[config.mk]
export PLATFORM = sky130hd
export DESIGN_NAME = quadrature_encoder_and_key_qualifier_core_flat
export DESIGN_NICKNAME = d
export VERILOG_FILES = /design/src/rtl/core/qekq_pkg.sv /design/src/rtl/core/qekq_in_if.sv /design/src/rtl/core/qekq_out_if.sv /design/src/rtl/core/qekq_key.sv /design/src/rtl/core/quadrature_encoder_and_key_qualifier_core.sv /design/src/flat_wrapper.sv
export SDC_FILE = /design/constraint.sdc
export NUM_CORES = 1
export LEC_CHECK = 0
export ABC_AREA = 1
export BUFFER_PORTS_ARGS = -buffer_cell sky130_fd_sc_hd__buf_2
export CORE_UTILIZATION = 45
export CTS_BUF_LIST = sky130_fd_sc_hd__clkbuf_2 sky130_fd_sc_hd__clkbuf_4 sky130_fd_sc_hd__clkbuf_8
export CTS_CLUSTER_DIAMETER = 40
export DETAILED_ROUTE_END_ITERATION = 6
export PLACE_DENSITY = 0.62
export SLEW_MARGIN = 20
export SYNTH_ARGS = -nofsm -noshare
export SYNTH_HDL_FRONTEND = slang
export SYNTH_HIERARCHICAL = 1
export SYNTH_SLANG_ARGS = --single-unit
[constraint.sdc]
create_clock -name clk -period 8.9 [get_ports clk]
set_clock_uncertainty 0.05 [all_clocks]
set_input_delay 0.89 -clock clk [delete_from_list [all_inputs] [get_ports clk]]
set_output_delay 0.89 -clock clk [all_outputs]
set_load 0.02 [all_outputs]
[src/rtl/core/qekq_pkg.sv]
package qekq_pkg;

  // Configuration register indexes
  typedef logic [1:0] cfg_idx_t;

  localparam cfg_idx_t CFG_DEBOUNCE_MS  = 2'd0;
  localparam cfg_idx_t CFG_HOLD_MS      = 2'd1;
  localparam cfg_idx_t CFG_DETENT_STEPS = 2'd2;

  localparam int CFG_DATA_W = 16;

  localparam logic [15:0] DEBOUNCE_MS_RST  = 16'd30;
  localparam logic [15:0] HOLD_MS_RST      = 16'd700;
  localparam logic [3:0]  DETENT_STEPS_RST = 4'd4;

  localparam logic [1:0] AB_RST = 2'b11;

  // Bounds of the detent count
  localparam logic signed [4:0] DETENT_MIN = 5'sd1;
  localparam logic signed [4:0] DETENT_MAX = 5'sd8;

  typedef logic signed [4:0] step_acc_t;
  typedef logic signed [1:0] step_t;

  // Quadrature transition table, indexed by {previous AB, current AB}
  localparam step_t QUAD_TBL [16] = '{
    2'sd0,  -2'sd1,  2'sd1,  2'sd0,
    2'sd1,   2'sd0,  2'sd0, -2'sd1,
    -2'sd1,  2'sd0,  2'sd0,  2'sd1,
    2'sd0,   2'sd1, -2'sd1,  2'sd0
  };

  typedef struct packed {
    logic pressed;
    logic held;
  } key_evt_t;

endpackage

[src/rtl/core/qekq_in_if.sv]
interface qekq_in_if;
  logic        valid;
  logic        ready;
  logic        enc_a;
  logic        enc_b;
  logic        select_key;
  logic        back_key;
  logic [31:0] now_ms;

  modport source (output valid, enc_a, enc_b, select_key, back_key, now_ms, input ready);
  modport sink (input valid, enc_a, enc_b, select_key, back_key, now_ms, output ready);
endinterface

[src/rtl/core/qekq_out_if.sv]
interface qekq_out_if;
  logic              valid;
  logic              ready;
  logic signed [1:0] encoder_step;
  logic              select_pressed;
  logic              select_held;
  logic              back_pressed;
  logic              back_held;

  modport source (output valid, encoder_step, select_pressed, select_held, back_pressed,
                  back_held, input ready);
  modport sink (input valid, encoder_step, select_pressed, select_held, back_pressed,
                back_held, output ready);
endinterface

[src/rtl/core/qekq_key.sv]
module qekq_key (
  input  logic               clk,
  input  logic               rst_n,
  input  logic               en,
  input  logic               pin,
  input  logic [31:0]        now_ms,
  input  logic [15:0]        debounce_ms,
  input  logic [15:0]        hold_ms,
  output qekq_pkg::key_evt_t evt
);
  import qekq_pkg::*;

  logic        level_r, level_nxt;
  logic [31:0] change_time_r, change_time_nxt;
  logic [31:0] down_time_r, down_time_nxt;
  logic        hold_done_r, hold_done_nxt;

  logic [31:0] since_change;
  logic [31:0] since_down;
  logic        accept_chg;
  logic        press;
  logic        hold_hit;

  assign since_change = now_ms - change_time_r;
  assign since_down   = now_ms - down_time_r;
  assign accept_chg   = (pin != level_r) &&
                        ((since_change[31:16] != 16'd0) || (since_change[15:0] > debounce_ms));
  assign press        = accept_chg && !pin;

  // A fresh press measures zero elapsed time; an accepted release drops the hold
  always_comb begin
    if (press) begin
      hold_hit = (hold_ms == 16'd0);
    end else begin
      hold_hit = !accept_chg && !level_r && !hold_done_r &&
                 ((since_down[31:16] != 16'd0) || (since_down[15:0] >= hold_ms));
    end
  end

  always_comb begin
    level_nxt       = level_r;
    change_time_nxt = change_time_r;
    down_time_nxt   = down_time_r;
    hold_done_nxt   = hold_done_r;
    if (accept_chg) begin
      level_nxt       = pin;
      change_time_nxt = now_ms;
    end
    if (press) begin
      down_time_nxt = now_ms;
      hold_done_nxt = 1'b0;
    end
    if (hold_hit) begin
      hold_done_nxt = 1'b1;
    end
  end

  assign evt.pressed = press;
  assign evt.held    = hold_hit;

  always_ff @(posedge clk) begin
    if (!rst_n) begin
      level_r       <= 1'b1;
      change_time_r <= 32'd0;
      down_time_r   <= 32'd0;
      hold_done_r   <= 1'b0;
    end else if (en) begin
      level_r       <= level_nxt;
      change_time_r <= change_time_nxt;
      down_time_r   <= down_time_nxt;
      hold_done_r   <= hold_done_nxt;
    end
  end

endmodule

[src/rtl/core/quadrature_encoder_and_key_qualifier_core.sv]
// Quadrature encoder decoder with two debounced, active-low keys.
//
// in_ch carries one pin sample per word: encoder pins A and B, the select
// and back key pins and a wrapping millisecond timestamp. out_ch returns
// exactly one word per sample: the encoder step (-1, 0, +1) and the press
// and hold flags of both keys.
// cfg_we/cfg_idx/cfg_wdata write debounce_ms (0), hold_ms (1) and
// detent_steps (2); write only while the block is idle.
// A sample waits in the input register and its result is written into the
// output register when that register is empty or out_ch takes its word.
// Throughput: one sample per cycle while out_ch does not stall; the transition
// lookup, accumulator compare and the key time compares all settle in a single stage.
// Reset: both pins taken as high, keys released, accumulator cleared,
// registers back to 30 ms, 700 ms and 4 transitions per detent.
// When out_ch stalls, the output word holds and the input register still
// takes one more sample; in_ch.ready drops only when both are full.
module quadrature_encoder_and_key_qualifier_core (
  input  logic                         clk,
  input  logic                         rst_n,
  qekq_in_if.sink                      in_ch,
  qekq_out_if.source                   out_ch,
  input  logic                         cfg_we,
  input  qekq_pkg::cfg_idx_t           cfg_idx,
  input  logic [qekq_pkg::CFG_DATA_W-1:0] cfg_wdata
);
  import qekq_pkg::*;

  // Configuration
  logic [15:0] debounce_ms_r;
  logic [15:0] hold_ms_r;
  logic [3:0]  detent_steps_r;

  always_ff @(posedge clk) begin
    if (!rst_n) begin
      debounce_ms_r  <= DEBOUNCE_MS_RST;
      hold_ms_r      <= HOLD_MS_RST;
      detent_steps_r <= DETENT_STEPS_RST;
    end else if (cfg_we) begin
      unique case (cfg_idx)
        CFG_DEBOUNCE_MS:  debounce_ms_r  <= cfg_wdata[15:0];
        CFG_HOLD_MS:      hold_ms_r      <= cfg_wdata[15:0];
        CFG_DETENT_STEPS: detent_steps_r <= cfg_wdata[3:0];
        default:          ;
      endcase
    end
  end

  // Input register
  logic        s1_vld_r;
  logic        s1_a_r, s1_b_r, s1_sel_r, s1_bck_r;
  logic [31:0] s1_now_r;
  logic        advance;
  logic        fire;
  logic        in_take;

  logic        out_vld_r;
  step_t       out_step_r, out_step_nxt;
  key_evt_t    out_sel_r, out_bck_r;

  assign advance     = !out_vld_r || out_ch.ready;
  assign fire        = s1_vld_r && advance;
  assign in_ch.ready = !s1_vld_r || advance;
  assign in_take     = in_ch.valid && in_ch.ready;

  always_ff @(posedge clk) begin
    if (!rst_n) begin
      s1_vld_r <= 1'b0;
    end else if (in_ch.ready) begin
      s1_vld_r <= in_ch.valid;
    end
  end

  always_ff @(posedge clk) begin
    if (in_take) begin
      s1_a_r   <= in_ch.enc_a;
      s1_b_r   <= in_ch.enc_b;
      s1_sel_r <= in_ch.select_key;
      s1_bck_r <= in_ch.back_key;
      s1_now_r <= in_ch.now_ms;
    end
  end

  // Encoder
  logic [1:0] last_ab_r;
  step_acc_t  acc_r, acc_nxt, acc_sum;
  step_acc_t  det;
  logic [1:0] cur_ab;

  assign cur_ab = {s1_a_r, s1_b_r};

  always_comb begin
    if (detent_steps_r == 4'd0) begin
      det = DETENT_MIN;
    end else if (detent_steps_r > 4'd8) begin
      det = DETENT_MAX;
    end else begin
      det = step_acc_t'({1'b0, detent_steps_r});
    end
  end

  assign acc_sum = acc_r + step_acc_t'(QUAD_TBL[{last_ab_r, cur_ab}]);

  always_comb begin
    acc_nxt      = acc_sum;
    out_step_nxt = 2'sd0;
    if (acc_sum >= det) begin
      out_step_nxt = 2'sd1;
      acc_nxt      = 5'sd0;
    end else if (acc_sum <= -det) begin
      out_step_nxt = -2'sd1;
      acc_nxt      = 5'sd0;
    end
  end

  always_ff @(posedge clk) begin
    if (!rst_n) begin
      last_ab_r <= AB_RST;
      acc_r     <= 5'sd0;
    end else if (fire) begin
      last_ab_r <= cur_ab;
      acc_r     <= acc_nxt;
    end
  end

  // Keys
  key_evt_t sel_evt, bck_evt;

  qekq_key u_select (
    .clk         (clk),
    .rst_n       (rst_n),
    .en          (fire),
    .pin         (s1_sel_r),
    .now_ms      (s1_now_r),
    .debounce_ms (debounce_ms_r),
    .hold_ms     (hold_ms_r),
    .evt         (sel_evt)
  );

  qekq_key u_back (
    .clk         (clk),
    .rst_n       (rst_n),
    .en          (fire),
    .pin         (s1_bck_r),
    .now_ms      (s1_now_r),
    .debounce_ms (debounce_ms_r),
    .hold_ms     (hold_ms_r),
    .evt         (bck_evt)
  );

  // Output register
  always_ff @(posedge clk) begin
    if (!rst_n) begin
      out_vld_r <= 1'b0;
    end else if (advance) begin
      out_vld_r <= s1_vld_r;
    end
  end

  always_ff @(posedge clk) begin
    if (fire) begin
      out_step_r <= out_step_nxt;
      out_sel_r  <= sel_evt;
      out_bck_r  <= bck_evt;
    end
  end

  assign out_ch.valid          = out_vld_r;
  assign out_ch.encoder_step   = out_step_r;
  assign out_ch.select_pressed = out_sel_r.pressed;
  assign out_ch.select_held    = out_sel_r.held;
  assign out_ch.back_pressed   = out_bck_r.pressed;
  assign out_ch.back_held      = out_bck_r.held;

`ifndef SYNTHESIS
  a_acc_range: assert property (@(posedge clk) disable iff (!rst_n)
    acc_r <= DETENT_MAX && acc_r >= -DETENT_MAX)
    else $error("step accumulator out of range");

  a_step_clears: assert property (@(posedge clk) disable iff (!rst_n)
    out_vld_r && out_step_r != 2'sd0 |-> acc_r == 5'sd0)
    else $error("accumulator not cleared after a reported step");

  a_step_code: assert property (@(posedge clk) disable iff (!rst_n)
    out_vld_r |-> out_step_r != -2'sd2)
    else $error("illegal encoder step code");

  a_empty_takes: assert property (@(posedge clk) disable iff (!rst_n)
    !out_vld_r |-> in_ch.ready)
    else $error("input stalled with empty output register");

  a_fire_fills: assert property (@(posedge clk) disable iff (!rst_n)
    fire |=> out_vld_r)
    else $error("processed word did not reach the output register");
`endif

endmodule
[src/flat_wrapper.sv]
// flat-port wrapper written by rule: the top's interface ports become plain ports
module quadrature_encoder_and_key_qualifier_core_flat import qekq_pkg::*;
  (clk, rst_n, cfg_we, cfg_idx, cfg_wdata, in_ch_valid, in_ch_enc_a, in_ch_enc_b, in_ch_select_key, in_ch_back_key, in_ch_now_ms, in_ch_ready, out_ch_valid, out_ch_encoder_step, out_ch_select_pressed, out_ch_select_held, out_ch_back_pressed, out_ch_back_held, out_ch_ready);
  qekq_in_if in_ch_i ();
  qekq_out_if out_ch_i ();
  input  logic clk;
  input  logic rst_n;
  input  logic cfg_we;
  input  qekq_pkg::cfg_idx_t cfg_idx;
  input  logic [qekq_pkg::CFG_DATA_W-1:0] cfg_wdata;
  input wire logic [$bits(in_ch_i.valid)-1:0] in_ch_valid;
  input wire logic [$bits(in_ch_i.enc_a)-1:0] in_ch_enc_a;
  input wire logic [$bits(in_ch_i.enc_b)-1:0] in_ch_enc_b;
  input wire logic [$bits(in_ch_i.select_key)-1:0] in_ch_select_key;
  input wire logic [$bits(in_ch_i.back_key)-1:0] in_ch_back_key;
  input wire logic [$bits(in_ch_i.now_ms)-1:0] in_ch_now_ms;
  output wire logic [$bits(in_ch_i.ready)-1:0] in_ch_ready;
  output wire logic [$bits(out_ch_i.valid)-1:0] out_ch_valid;
  output wire logic [$bits(out_ch_i.encoder_step)-1:0] out_ch_encoder_step;
  output wire logic [$bits(out_ch_i.select_pressed)-1:0] out_ch_select_pressed;
  output wire logic [$bits(out_ch_i.select_held)-1:0] out_ch_select_held;
  output wire logic [$bits(out_ch_i.back_pressed)-1:0] out_ch_back_pressed;
  output wire logic [$bits(out_ch_i.back_held)-1:0] out_ch_back_held;
  input wire logic [$bits(out_ch_i.ready)-1:0] out_ch_ready;
  assign in_ch_i.valid = in_ch_valid;
  assign in_ch_i.enc_a = in_ch_enc_a;
  assign in_ch_i.enc_b = in_ch_enc_b;
  assign in_ch_i.select_key = in_ch_select_key;
  assign in_ch_i.back_key = in_ch_back_key;
  assign in_ch_i.now_ms = in_ch_now_ms;
  assign in_ch_ready = in_ch_i.ready;
  assign out_ch_valid = out_ch_i.valid;
  assign out_ch_encoder_step = out_ch_i.encoder_step;
  assign out_ch_select_pressed = out_ch_i.select_pressed;
  assign out_ch_select_held = out_ch_i.select_held;
  assign out_ch_back_pressed = out_ch_i.back_pressed;
  assign out_ch_back_held = out_ch_i.back_held;
  assign out_ch_i.ready = out_ch_ready;
  quadrature_encoder_and_key_qualifier_core u_core (.clk(clk), .rst_n(rst_n), .in_ch(in_ch_i), .out_ch(out_ch_i), .cfg_we(cfg_we), .cfg_idx(cfg_idx), .cfg_wdata(cfg_wdata));
endmodule
* Word level (Yosys, flattened, before mapping) *
Memory sizes are Yosys's and may differ from the RTL's.
Index checks and enable logic that the tools add are counted.

word-level totals
  bits in registers = 219
  ROM bits = 32
  input port bits = 59
  output and inout port bits = 8
  logic and storage cells = 104
  memories = 1

memory list
  memory            words  width  rd ports  clocked after memory_dff  wr ports  line                                              text
  (name not given)  16     2      1         0                         0         quadrature_encoder_and_key_qualifier_core.sv:101  assign acc_sum = acc_r + step_acc_t'(QUAD_TBL[{last_ab_r, cur_ab}]);

cells by class
  $add $sub $neg = 6
  order comparisons = 8
  equality and inequality tests = 4
  mux-type cells = 13
  bitwise logic cells = 1
  reduce and logical (&&, ||, !) cells = 46

operator list
  cell                                            count
  subtractor 32 bit                               4
  nonzero test 16 bit                             4
  >= comparator 16 bit                            2
  > comparator 16 bit                             2
  AND reduction 2 bit                             9
  logical NOT 16 bit                              1
  2-to-1 mux 5 bit                                3
  logical AND 1 bit                               12
  logical NOT 1 bit                               10
  logical OR 1 bit                                6
  2-to-1 mux 1 bit                                6
  2-to-1 mux 2 bit                                3
  adder 5 x 2 -> 5 bit                            1
  >= comparator 5 bit                             1
  >= comparator 5 bit (second input constant)     1
  <= comparator 5 bit                             1
  negator 5 bit                                   1
  inverter 4 -> 5 bit                             1
  > comparator 4 bit (second input constant)      1
  logical NOT 4 bit                               1
  2-to-1 mux 4 bit                                1
  nonzero test 2 bit                              2
  == test 2 x 1 -> 1 bit (second input constant)  1
  == test 2 bit (second input constant)           1
  2 further kinds                                 3

* Logic depth before layout (Yosys ltp) *
Gate-level depths: netlist of the first run.

  depth in word-level cells = 11
  depth in mapped cells = 28
  mapped depth without buffers = 27

* Modules after synthesis *
The synthesis of the first run kept the hierarchy.

modules (own cells, without submodules)
  module                                     instances  cells each  area an instance (µm²)  sequential area each (µm²)
  qekq_key at u_core.u_back                  1          1544        8584.5                  1321.3
  qekq_key at u_core.u_select                1          1549        8495.6                  1321.3
  quadrature_encoder_and_key_qualifier_core  1          341         3493.4                  2162.1

* Worst setup path before layout of the first run *
Ideal clock, no wire load.

  path type = flip-flop to flip-flop
  start = register u_core.s1_now_r[1]
  end = register u_core.out_bck_r, in the netlist u_core/out_ch.back_held (data pin)
  library setup time = 0.251 ns
  data arrival time = 3.206 ns
  required time = 8.599 ns
  path slack = 5.392 ns
  cell stages (with the launch flop) = 26
  path buffers = 2
  period minus slack after synthesis = 3.508 ns
  path through = edfxtp_1 inv_1 fa_1 inv_1 nand2_1 nand2_1 and2_1 nand2_1 nand3_2 xor2_1 ha_1 nand2_1 nor3_1 nand2_1 nand2_1 nand2_1 nand3_1 nor2_1 nand2_1 nor2_2 nand2_4 nand2_4 nor2_8 buf_6 a21boi_0 buf_4

RTL lines
  item                    line                                              text
  start, declared         quadrature_encoder_and_key_qualifier_core.sv:51   logic [31:0] s1_now_r;
  start signal, assigned  quadrature_encoder_and_key_qualifier_core.sv:79   s1_now_r <= in_ch.now_ms;
  end signal, assigned    quadrature_encoder_and_key_qualifier_core.sv:163  out_bck_r <= bck_evt;
  end, declared           quadrature_encoder_and_key_qualifier_core.sv:58   key_evt_t out_sel_r, out_bck_r;

* Worst setup path after layout of the first run *
  start = register u_core.s1_now_r[1]
  end = register u_core.u_back.change_time_r[0]

on the way
  longest elaborated chain between the ends = 5
  elaborated cells between the ends (all ways) = 6
  classes of those cells = add/sub (1); order compare (1); reduce/logical (4)

RTL lines
  item                                                        line            text
  subtractor 32 bit *                                         qekq_key.sv:24  assign since_change = now_ms - change_time_r;
  > comparator 16 bit or nonzero test 16 bit (tied branches)  qekq_key.sv:27  ((since_change[31:16] != 16'd0) || (since_change[15:0] > debounce_ms));
  logical OR 1 bit *                                          qekq_key.sv:27
  logical AND 1 bit *                                         qekq_key.sv:26  assign accept_chg = (pin != level_r) &&
  AND reduction 2 bit (no source line) *                      --
  end signal, assigned                                        qekq_key.sv:69  change_time_r <= change_time_nxt;
  end, declared                                               qekq_key.sv:14  logic [31:0] change_time_r, change_time_nxt;

Every way passes the cells marked *; elsewhere a longest branch is shown, timed or not.
A chain may end at the register's enable or synchronous reset.

==> results.tsv, run 1 <==
stage	metric	value	unit
logic_synthesis	area share of the largest cell type after synthesis	20.9	%
route	Routed Antenna Nets	0	
clock_network	Hold-fix buffers, CTS	0	
sta	worst hold slack	0.401	ns
setup_path	CP max stage delay	0.72	ns
route	DR pass1 iterations	6	
setup_path	Critical Path AT	5.34	ns
placed_design	HPWL after DPL	55.5	mm
setup_path	CP bufs+invs	3	
flow_run	number of max-cap violations	0	
setup_path	slowest library cell on the worst path	edfxtp_1	
global_routing	Total GRT Usage	29.5	%
clock_network	Max Buffers Root-to-Sink	3	
logic_synthesis	Synth area leaders	nand2_1, dfxtp_1, inv_1	
sta	Worst Slack Setup Final	3.99	ns
logic_synthesis	Netlist cell types	47	
global_routing	initial antenna violation count	0	
global_routing	GRT overflow	0	
floorplan	Die H	216	microns
sta	setup TNS	0	ns
setup_path	CP delay by family, top	simple AND/OR/NAND/NOR gates	
logic_synthesis	Synth Instances	3434	
global_routing	largest net degree at the start of global routing	85	
setup_path	reg2reg start	u_core/s1_now_r[1]$_DFFE_PP_	
logic_synthesis	Synth Area in Simple Gates	36.6	%
logic_synthesis	synthesized area	0.0206	sq mm
sta	Max Transition Viols Final	0	
setup_path	CP endpoint kind	register	
sta	Fin. Hold Viols	0	
power	VDD IR max	0.118	mV
route	DR DRC count	0	
logic_synthesis	FF+latch count, synth	219	
route	Vias	20840	
clock_network	clk root buf	clkbuf_8	
sta	Least-Margin Pin Slew	1.13	ns
sta	fin crit share	55.2	%
clock_network	postcts setup bufs	0	
sta	Achievable Freq	204	MHz
status	status	finished, final reports clean	
logic_synthesis	cell taking the most area after synthesis	nand2_1	
global_routing	first-pass GRT wire length	107	mm
setup_path	crit-path max FO	62	
logic_synthesis	synthesized area per cell	5.99	sq um
logic_synthesis	Ys Warns	6	
floorplan	number of top-level pins	67	
layout	ANT cells	0	
sta	unrepaired setup endpoints after global routing	no	
setup_path	Worst Path Required	9.33	ns
floorplan	DIE AREA	0.0466	sq mm
layout	Filler cells	4804	
logic_synthesis	main combinational cell family by area after synthesis	simple AND/OR/NAND/NOR gates	
placed_design	placed inst area	0.0214	sq mm
clock_network	H-tree depth	2	
logic_synthesis	post-synthesis compound-gate area fraction	9.13	%
floorplan	Starting Density	46.0	%
floorplan	DIE WIDTH	216	microns
power	Static Leak	0.0121	uW
clock_network	Worst-path clk slew	0.07	ns
route	Routed Wire Length	69.2	mm
setup_path	most frequent CP cell	nand2_1	
layout	area grow syn2layout	9.66	%
clock_network	CTS Buf Count	49	
layout	nets@finish	3778	
clock_network	PostCTS Resize Cnt	0	
logic_synthesis	Post-synth top cells	nand2_1, inv_1, nor2_1	
layout	final instance area	0.0226	sq mm
min_path	Hold WC Path Type	reg -> reg	
route	per-cell routed wire length	16.7	microns
logic_synthesis	most numerous cell in the Yosys netlist	nand2_1	
layout	layout cells sized above 1	7.05	%
route	starting DRC count in detailed routing	1418	
layout	Core Util, Final	50.5	%
global_routing	vias in the first global route	19786	
sta	Worst slew margin	24.9	%
setup_path	Worst setup SP type	register	
clock_network	TritonCTS Sinks	219	
logic_synthesis	Most used DFF post-synth	dfxtp_1	
sta	minimum clock period after layout	4.91	ns
logic_synthesis	Post-synth ARST share	0	%
power	power density over the cells	158	mW/mm^2
clock_network	clk_lat worst skew	0.62	ns
logic_synthesis	XOR/XNOR share of the synthesized area	2.81	%
setup_path	beginning of the critical path	u_core/s1_now_r[1]$_DFFE_PP_	
logic_synthesis	Post-Synth Adder-Cell Area	13.0	%
setup_path	worst reg-to-reg setup slack	3.99	ns
logic_synthesis	number of flops mapped to enable cells by yosys	42	
sta	setup violators final	0	
placed_design	Port Buffers	66	
logic_synthesis	mux share of post-synthesis cell area	0	%
min_path	hold_sp	u_core/u_back/hold_done_r$_SDFFE_PN0P_	
floorplan	row count	77	
logic_synthesis	syn nets	3703	
floorplan	core footprint	0.0447	sq mm
route	via density per instance	5.04	
setup_path	critical path class	reg -> reg	
placed_design	GP Congestion	0.993	
clock_network	CTS tree	yes	
placed_design	pre-CTS setup slack	4.04	ns
logic_synthesis	register area share after synthesis	23.4	%
setup_path	Cell Chain, Critical Path	inv_1, fa_1, inv_1, nand2_1, nand2_1, and2_1, nand2_1, nand3_2, xor2_1, ha_1, nand2_1, nor3_1, nand4_1, nand2_1, nand3_1, nor2_1, nand2_1, nor2_2, nand2_4, nand3_2, inv_1, o21ai_0, a21oi_1	
==> final cells by class <==
type                       count  area, sq um  area share (%)
tap                          592          741            3.28
multi-input combinational   2419        12700            56.1
inverter                     739         2780            12.3
timing repair buffer          81          443            1.96
clock inverter                20          302            1.34
sequential                   219         4800            21.3
clock buffer                  67          841            3.73
==> cell usage in the layout (no fill, tap or decap), types with 60 or more instances in the layout <==
cell and instances:
nor2_1 262, ha_1 205, dfxtp_1 177, o21ai_0 87, inv_1 720, nand3_1 217
nand2_1 1145, buf_2 66, a21oi_1 242, xor2_1 60
==> metal layers <==
layer  global-route usage, %  wire length [microns]
met1                    37.4                  30800
met2                    50.7                  32500
met3                    3.35                   3060
met4                    12.2                   2860
met5                       0                      0
==> through the flow <==
step	cells	total power (uW)
2_1_floorplan	3434	1940
3_3_place_gp	4050	2250
3_5_place_dp	4050	2260
4_1_cts	4137	3590
5_1_grt	4137	3800
6_report	4137	3570
==> state kept, by name, summed over array words and instances, names as in the netlist, 4 cells and up <==
| register | flops |
|---|---|
| u_core/acc_r | 5 |
| u_core/u_back/down_time_r | 32 |
| u_core/debounce_ms_r | 16 |
| u_core/hold_ms_r | 16 |
| u_core/detent_steps_r | 4 |
| u_core/u_select/change_time_r | 32 |
| u_core/s1_now_r | 32 |
| u_core/u_select/down_time_r | 32 |
| u_core/u_back/change_time_r | 32 |
==> worst reg2reg max path: stages (launching register included) <==
cell	delay [ns]
edfxtp_1	0.72
inv_1	0.14
fa_1	0.49
inv_1	0.11
nand2_1	0.06
nand2_1	0.07
and2_1	0.17
nand2_1	0.08
nand3_2	0.13
xor2_1	0.12
ha_1	0.29
nand2_1	0.06
nor3_1	0.25
nand4_1	0.13
nand2_1	0.11
nand3_1	0.08
nor2_1	0.16
nand2_1	0.09
nor2_2	0.16
nand2_4	0.09
nand3_2	0.71
inv_1	0.22
o21ai_0	0.24
a21oi_1	0.06
==> path summary, 6_finish.rpt <==
| kind | endpoint | depth (start not counted) |
|---|---|---|
| max | u_core/u_back/change_time_r[0]$_SDFFE_PN0P_ | 23 |
| max reg2reg | u_core/u_back/change_time_r[0]$_SDFFE_PN0P_ | 23 |
| min | u_core/u_back/hold_done_r$_SDFFE_PN0P_ | 2 |
| min reg2reg | u_core/u_back/hold_done_r$_SDFFE_PN0P_ | 2 |
==> cell families after synthesis <==
group           count (synthesis)
compound gates                364
xor+xnor                       66
fa+ha+maj                     210
buf+inv                       796
flops                         219
other cells                     1
simple gates                 1778
==> power by group <==
group	leakage [uW]	total (uW)	switching [uW]	internal [uW]
combinational	0.00971	1140	753	382
sequential	0.00185	1120	54.0	1060
clock	0.000573	1320	501	820
Note: power is estimated with default switching activity, not from simulation.
==> run 2: changes to the inputs <==
--- a/config.mk
+++ b/config.mk
@@ -11,7 +11,7 @@
 export CTS_BUF_LIST = sky130_fd_sc_hd__clkbuf_2 sky130_fd_sc_hd__clkbuf_4 sky130_fd_sc_hd__clkbuf_8
 export CTS_CLUSTER_DIAMETER = 40
 export DETAILED_ROUTE_END_ITERATION = 6
-export PLACE_DENSITY = 0.62
+export PLACE_DENSITY = 0.64
 export SLEW_MARGIN = 20
 export SYNTH_ARGS = -nofsm -noshare
 export SYNTH_HDL_FRONTEND = slang
==> constraint.sdc (replaced) <==
create_clock -name clk -period 4.34 [get_ports clk]
set_clock_uncertainty 0.05 [all_clocks]
set_input_delay 0.434 -clock clk [delete_from_list [all_inputs] [get_ports clk]]
set_output_delay 0.434 -clock clk [all_outputs]
set_load 0.02 [all_outputs]
==> run 2 against run 1 <==
The flow now finishes with violations (DRC). Register-to-register slack worse by 3.7 ns. Sequential power is 100% higher. Core utilization is 1.4 points higher. Total power is 100% higher. Worst hold slack worse by 0.37 ns. Largest cell class unchanged.
==> results.tsv, run 2 (synthesis gave the netlist of run 1 again) <==
stage	metric	value	unit	change
status	status	finished with violations		
status	failing checks	DRC		
sta	Max Transition Viols Final	0		unchanged
layout	area grow syn2layout	12.8	%	
route	DR DRC count	6		+6
route	Routed Wire Length	66.6	mm	-3.8%
floorplan	Die H	216	microns	unchanged
sta	Least-Margin Pin Slew	1.09	ns	-0.0312 ns
sta	fin crit share	93.3	%	+38 points
setup_path	Critical Path AT	4.49	ns	-0.85 ns
layout	register area	0.00480	sq mm	unchanged
sta	setup violators final	0		unchanged
layout	ANT cells	0		unchanged
power	Static Leak	0.0124	uW	+2.5%
route	DR pass1 iterations	7		+1
power	total power	7160	uW	+100%
setup_path	CP endpoint kind	register		
clock_network	clk root buf	clkbuf_8		
floorplan	DIE AREA	0.0466	sq mm	unchanged
layout	nets@finish	3846		+1.8%
layout	commonest cells after routing, fill and taps aside	nand2_1, inv_1, nor2_1, a21oi_1, nand3_1		
placed_design	Port Buffers	66		unchanged
route	Routed Antenna Nets	0		unchanged
setup_path	Worst Path Required	4.78	ns	-4.55 ns
floorplan	Starting Density	46.0	%	unchanged
floorplan	core footprint	0.0447	sq mm	unchanged
global_routing	first-pass GRT wire length	103	mm	-4.5%
layout	Filler cells	4830		+0.54%
route	via density per instance	4.96		-1.4%
sta	Worst slew margin	27.0	%	+2.1 points
power	VDD IR max	0.190	mV	+61%
layout	Core Util, Final	51.9	%	+1.4 points
min_path	hold_sp	in_ch_now_ms[14]		
sta	Fin. Hold Viols	0		unchanged
placed_design	GP Congestion	1.03		+3.8%
floorplan	row count	77		unchanged
sta	worst hold slack	0.0318	ns	-0.369 ns
sta	unrepaired setup endpoints after global routing	yes		
power	power density over the cells	308	mW/mm^2	+95%
clock_network	clk_lat worst skew	0.62	ns	about the same
global_routing	Total GRT Usage	28.0	%	-1.5 points
sta	setup TNS	0	ns	unchanged
global_routing	initial antenna violation count	0		unchanged
setup_path	crit-path max FO	14		-77%
clock_network	CTS tree	yes		
setup_path	worst reg-to-reg setup slack	0.29	ns	-3.70 ns
clock_network	CTS Buf Count	46		-6.1%
layout	layout cells sized above 1	7.97	%	+0.91 points
setup_path	beginning of the critical path	u_core/s1_now_r[5]$_DFFE_PP_		
layout	area occupied by multi-input gates	0.0127	sq mm	+0.48%
min_path	Hold WC Path Type	in -> reg		
setup_path	critical path class	reg -> reg		
global_routing	GRT overflow	0		unchanged
clock_network	H-tree depth	2		unchanged
flow_run	number of max-cap violations	0		unchanged
layout	commonest non-fill, non-tap cell in the layout	nand2_1		
setup_path	Worst setup SP type	register		
route	starting DRC count in detailed routing	1801		+27%
floorplan	DIE WIDTH	216	microns	unchanged
route	Vias	20886		+0.22%
sta	Achievable Freq	247	MHz	+21%
clock_network	TritonCTS Sinks	219		unchanged
clock_network	Max Buffers Root-to-Sink	3		unchanged
global_routing	vias in the first global route	19164		-3.1%
setup_path	reg2reg start	u_core/s1_now_r[5]$_DFFE_PP_		
route	per-cell routed wire length	15.8	microns	-5.4%
placed_design	HPWL after DPL	52.5	mm	-5.3%
sta	minimum clock period after layout	4.05	ns	-0.863 ns
floorplan	number of top-level pins	67		unchanged
clock_network	Worst-path clk slew	0.07	ns	about the same
global_routing	largest net degree at the start of global routing	62		-27%
run 2: cell count changes in the layout (fill, tap and decap cells not counted), sizes merged:
cell / before / now
dlygate4sd3: 0 / 33
clkbuf: 67 / 58
clkinv: 5 / 17
nand2: 1166 / 1167
bufinv: 7 / 5
nor2: 278 / 280
buf: 81 / 115
inv: 740 / 739
run 2: path summary, 6_finish.rpt:
check / to / depth (start not counted)
worst min register to register: u_core/u_select/hold_done_r$_SDFFE_PN0P_ / 2
worst max-delay path: u_core/u_select/down_time_r[23]$_SDFFE_PN0P_ / 24
worst max register to register: u_core/u_select/down_time_r[23]$_SDFFE_PN0P_ / 24
worst min-delay path: u_core/s1_now_r[14]$_DFFE_PP_ / 1
run 2: area by class of cell:
class	instances	area share, %
inverter	739	12.0
multi-input combinational	2422	54.8
clock inverter	29	1.38
tap	592	3.19
timing repair buffer	149	4.79
sequential	219	20.7
clock buffer	57	3.17
run 2: metal layers:
layer | vias up | GRT usage, % | part of all wire [%]
met5 | - | 0 | 0
met4 | 0 | 9.74 | 3.1
met3 | 114 | 3.99 | 6.8
met2 | 622 | 45.9 | 45
met1 | 9275 | 37.5 | 46
li1 | 10875 | - | -
run 2: per-stage QoR:
step,area (sq um),setup WS (ns),cells
floorplan,20600,0.832,3434
global placement,21600,0.0488,4074
detailed placement,21600,0.0575,4074
CTS,23000,0.0410,4193
global route,23200,-0.0186,4207
finish,23200,0.293,4207
run 2: timing repair:
item                                    4_1_cts  5_1_grt
gates resized for setup                       0        7
hold buffers                                 33        0
endpoints found under the hold margin        33        0
setup buffers                                 0       10
endpoints found under the setup margin        0      105
run 2: critical path, cell delays in order, from the launching register on:
cell      delay, ns
edfxtp_1       0.53
ha_1           0.42
nand2_1        0.09
nand2_1        0.11
inv_1          0.10
nand2_1        0.05
nand2_1        0.05
nand3_1        0.24
xor2_1         0.28
ha_1           0.33
nand4_1        0.10
nor3_1         0.20
nand2_1        0.08
nand2_1        0.06
nand2_1        0.06
nand3_1        0.08
nor2_1         0.04
nand2_1        0.05
nor2_1         0.05
nand2_2        0.13
nand2_4        0.12
nor2_8         0.25
buf_12         0.18
nand3_1        0.08
a21oi_1        0.18
run 2: report_power, final:
| part | leakage (uW) | internal [uW] | switching (uW) |
|---|---|---|---|
| registers | 0.00185 | 2180 | 109 |
| clock network | 0.000528 | 1450 | 1050 |
| logic | 0.0101 | 838 | 1530 |
| total | 0.0124 | 4470 | 2690 |
